## src/dvf_pkg.sv

```systemverilog
// shared constants and command/status types for the distinct value filter
`default_nettype none
package dvf_pkg;

    localparam int TableDepthDefault = 128;
    localparam int ValueWidth        = 32;
    localparam int SlotWidth         = 7;

    typedef struct packed {
        logic load;       // latch an accepted item and restart the search
        logic search_en;  // step the table scan
        logic finish;     // append if needed and load the result register
    } t_cmd;

    typedef struct packed {
        logic done;       // scan has hit or run past the last entry
        logic out_free;   // result register can take a new result
    } t_sts;

endpackage
`default_nettype wire

```

## src/dvf_ctrl.sv

```systemverilog
// controller state machine: accept, scan, finish
`default_nettype none
module dvf_ctrl (
    input  wire logic          i_clk,
    input  wire logic          i_rst_n,
    input  wire logic          i_in_valid,
    output logic               o_in_ready,
    input  wire dvf_pkg::t_sts i_sts,
    output dvf_pkg::t_cmd      o_cmd
);

    localparam logic [1:0] ST_IDLE   = 2'd0;
    localparam logic [1:0] ST_SEARCH = 2'd1;
    localparam logic [1:0] ST_FINISH = 2'd2;

    logic [1:0] r_state;
    logic [1:0] n_state;

    always_ff @(posedge i_clk) begin
        if (!i_rst_n) begin
            r_state <= ST_IDLE;
        end else begin
            r_state <= n_state;
        end
    end

    always_comb begin
        n_state         = r_state;
        o_cmd           = '0;
        o_in_ready      = 1'b0;
        unique case (r_state)
            ST_IDLE: begin
                o_in_ready = 1'b1;
                if (i_in_valid) begin
                    o_cmd.load = 1'b1;
                    n_state    = ST_SEARCH;
                end
            end
            ST_SEARCH: begin
                o_cmd.search_en = 1'b1;
                if (i_sts.done) begin
                    n_state = ST_FINISH;
                end
            end
            ST_FINISH: begin
                // hold here while the previous result is still waiting
                if (i_sts.out_free) begin
                    o_cmd.finish = 1'b1;
                    n_state      = ST_IDLE;
                end
            end
            default: begin
                n_state = ST_IDLE;
            end
        endcase
    end

endmodule
`default_nettype wire

```

## config.mk

```make
export PLATFORM = sky130hd
export DESIGN_NAME = dvf_ctrl
export DESIGN_NICKNAME = d
export VERILOG_FILES = /design/src/dvf_pkg.sv /design/src/dvf_ctrl.sv
export SDC_FILE = /design/constraint.sdc
export NUM_CORES = 1
export LEC_CHECK = 0
export BUFFER_PORTS_ARGS = -buffer_cell sky130_fd_sc_hd__buf_4
export CAP_MARGIN = 10
export CORE_AREA = 2 2 39 41
export DETAILED_ROUTE_END_ITERATION = 8
export DIE_AREA = 0 0 41 43
export PLACE_DENSITY = 0.3
export SYNTH_ARGS = -nofsm -noshare
export SYNTH_HDL_FRONTEND = slang
export SYNTH_SLANG_ARGS = --single-unit
```

## constraint.sdc

```tcl
create_clock -name i_clk -period 0.96 [get_ports i_clk]
set_input_delay 0.192 -clock i_clk [delete_from_list [all_inputs] [get_ports i_clk]]
set_output_delay 0.192 -clock i_clk [all_outputs]
set_load 0.02 [all_outputs]
```

==> results list <==
- After the last flow step, the layout net total stands at 35.
- At the pin with the least slew margin, the transition time is 253 ps.
- Global routing used under 10% of the available tracks across all layers.
- In the final timing run, aggregate negative setup slack is -680 ps.
- Pin count of the biggest net entering global routing: 5
- Clock buffers created by TritonCTS: 3
- Core Area: approximately 1400 um2
- Leakage power figure: 0.132 nW
- The critical path ends at o_cmd[1].
* I/O pin total: 9
- In this run the critical register-to-register path is launched from r_state[1].
* Async set or reset register ratio after synthesis: 0%
- The worst register-to-register path has a depth of 4.
- Level count of the clock H-tree: 1
- In this run the vertical extent of the chip is about 43 um.
- Data required time at the worst endpoint: 770 ps
- First-pass DRT Iterations: 3
- The critical path starts at r_state[1].
- Result of the run: finished with violations
* Cell type of the slowest stage on the worst timing path: dfxtp_4
- Number of global-route vias before repair: 143
- STA classifies the critical path startpoint as a flop.
- For met2 alone, demand over resource in global routing was between 7 and 8%.
- For this run, the register share of the synthesized area comes to between 30% and 40%.
- The synthesized design devotes to its leading area cell type between 30% and 40% of total area.
* CTS tree: done
- Once the floorplan was initialized, standard cells occupied between 7 and 8% of the core.
* Leading register cell type out of synthesis: dfxtp_1
- Summing over every cut layer, the via total after detailed routing is 148.
* Detailed-route wire length per cell: 8.55 um
- Summed instance area of the synthesized netlist: between 100 and 150 um2
- Most common cell in the synthesized netlist: nor2_1
- Clock skew on the completed layout was measured at just over 5 ps.
- Syn nets: 17
- Filler instances: 155
- The area growth from synthesis to layout is 165%.
- A synthesized cell averages 8.76 um2.
- Longest Clk Path Bufs: 2
* Most area-hungry cell type in the Yosys netlist: dfxtp_1
- Clock insertion delay at the later pin of the skew report: 230 ps
- Number of vias per cell: 3.36
* Ant diodes: 0
- Yosys printed 0 warnings.
* Gr ovfl total: 0
* Met3 Use GR: approximately 3.7%
- Clock-pin slew was measured on the worst setup and hold paths at around 30 ps.
* Max Cap Violations: 0
* Setup slack on the worst flop-to-flop path: -160 ps
* Antenna violations before repair: 0
* Register bit total from synthesis: 2
- STA classifies the critical path endpoint as an output port.
- Failing checks: negative setup slack
* Time the final worst path needs with I/O delays and setup: 1140 ps
- Most flop-heavy register: r_state
- Wires add up to 376 um.
- Dividing total power by cell area gives a power density of between 1000 and 1500 nW/um2.
* Most frequent cells after synthesis: nor2_1, dfxtp_1
- Class of the tightest hold or removal check: primary input to flop
- Crit-path cells: and2b_2 -> buf_6
* Layout cell share with drive strength beyond 1: 82.1%
* Number of different library cells in the post-synthesis netlist: 9
- Cells fill 20.2% of the core in the end.
- Count of endpoints failing hold in the final timing report: 0
- Across all setup checks in the final design, the least slack found is -178 ps.
* CTS root buf: clkbuf_4
* DRC errors left: 0
* Total instance count after detailed placement: 37
* Number of flip-flops under the largest register name: 2
* Global Route met1 Usage: 2.24%
* Arrival @ worst endpoint: ~950 ps
- Die Footprint: roughly 1800 um2
* Area contributors post-synth: dfxtp_1, and4bb_2, nor2_1, a2111oi_1, a31o_1
* Wire length of the first global-routing pass: 476 um
* Final HPWL from detailed placement: about 230 um
- Largest registers ranked by flip-flop count: r_state: 2 flops
- The final critical path takes up 119% of the cycle.
- The endpoint identified for the worst register-to-register timing path is r_state[1].
- IR analysis of the VDD net gives a maximum drop of 304 uV.
* Number of standard cells after synthesis: 12
- Number of flops mapped to enable cells by yosys: 0
- Setup repair after global routing could not meet its margin everywhere.
- The clock net in this run drives a total of 2 sinks.
- The congestion estimate from routability-driven global placement came to ~0.54.
- In this run the most used layer during global routing was met4.
* Longest individual stage delay on the worst path: approximately 360 ps
* Final setup violation count: 5
* Horizontal die dimension: between 40 and 50 um
- The count of nets left with antenna violations once routing finished came out at 0.
- Along the worst path, the maximum fanout reaches 4.
- Max-slew headroom: between 80% and 90%
* Rows: 14
- The max-slew violation total from the final report was 0.
* Total power: 0.410 mW
* FMAX: 879 MHz
- DRC marker count from the first detailed-route iteration: 2
- Input and output buffers added on the ports amount to 8.
* Cell Count, Final, Fillers Out: 44
- Type of the worst setup path: flop to output port
==> per-layer routing <==
metal  vias up  routed length, um
met4         0                  0
met5         -                  0
met2         9                193
li1         74                  -
met3         0                 73
met1        65                108
==> worst max-delay path: cells and delay by family, from the launching register on <==
kind / cells / cell delay [ps]
buffers and inverters: 1 / 130
flip-flops: 1 / 360
AND/OR/NAND/NOR: 1 / 230
==> power breakdown <==
| group | internal, mW | switching (mW) | total [mW] |
|---|---|---|---|
| registers | 0.0888 | 0.00854 | 0.0973 |
| logic | 0.0774 | 0.0483 | 0.126 |
| clock network | 0.138 | 0.0490 | 0.187 |
==> cells in the final DEF (no fill, tap or decap) <==
cell	synthesis	routed
nor2_1	3	2
and2b_2	1	1
and2_4	0	1
nor2_4	0	1
inv_1	1	1
and4bb_2	1	1
buf_4	0	10
a2111oi_2	0	1
nand2_1	1	1
dfxtp_4	0	2
buf_6	0	3
clkbuf_4	0	3
a31o_1	1	1
==> worst min-delay path by stage <==
stage                     slack, ps  depth (start not counted)          to     start
after global placement          410                          2  r_state[0]  i_sts[1]
after CTS                       150                          2  r_state[0]  i_sts[1]
after global routing            160                          2  r_state[0]  i_sts[1]
after detailed placement        410                          2  r_state[0]  i_sts[1]
after floorplan                 300                          1  r_state[0]  i_sts[1]
final                           160                          2  r_state[0]  i_sts[1]
==> what timing repair did <==
| action | 4_1_cts | 5_1_grt |
|---|---|---|
| pin swaps | 3 | 4 |
| buffers inserted | 3 | 1 |
| endpoints found under the setup margin | 5 | 6 |
| resized for setup | 8 | 1 |
| hold buffers | 0 | 0 |
==> kinds of logic (layout without fill, tap and decap cells) <==
| kind of cell | after synthesis | in the layout | synth area share (%) |
|---|---|---|---|
| buffers and inverters | 1 | 17 | 3.57 |
| and+or+nand+nor | 7 | 7 | 40.5 |
| AOI/OAI and AO/OA | 2 | 2 | 17.9 |
| DFF | 2 | 2 | 38.1 |
==> final cells by class <==
type,count,area [um2],area share [%]
Clock buffer,3,22.5,8.07
Inverter,1,3.75,1.35
Multi-Input combinational cell,9,76.3,27.4
Sequential cell,2,47.5,17.0
Tap cell,16,20.0,7.17
Timing Repair Buffer,13,109,39.0
==> stage by stage <==
step / setup WS (ps) / cell area (um2) / hold slack [ps]
after detailed placement: -50.0 / 201 / 406
after floorplan: -40.9 / 114 / 296
after global routing: -198 / 279 / 163
final: -178 / 279 / 160
after CTS: -177 / 267 / 151
after global placement: -49.6 / 201 / 409
Note: power is estimated with default switching activity, not from simulation.
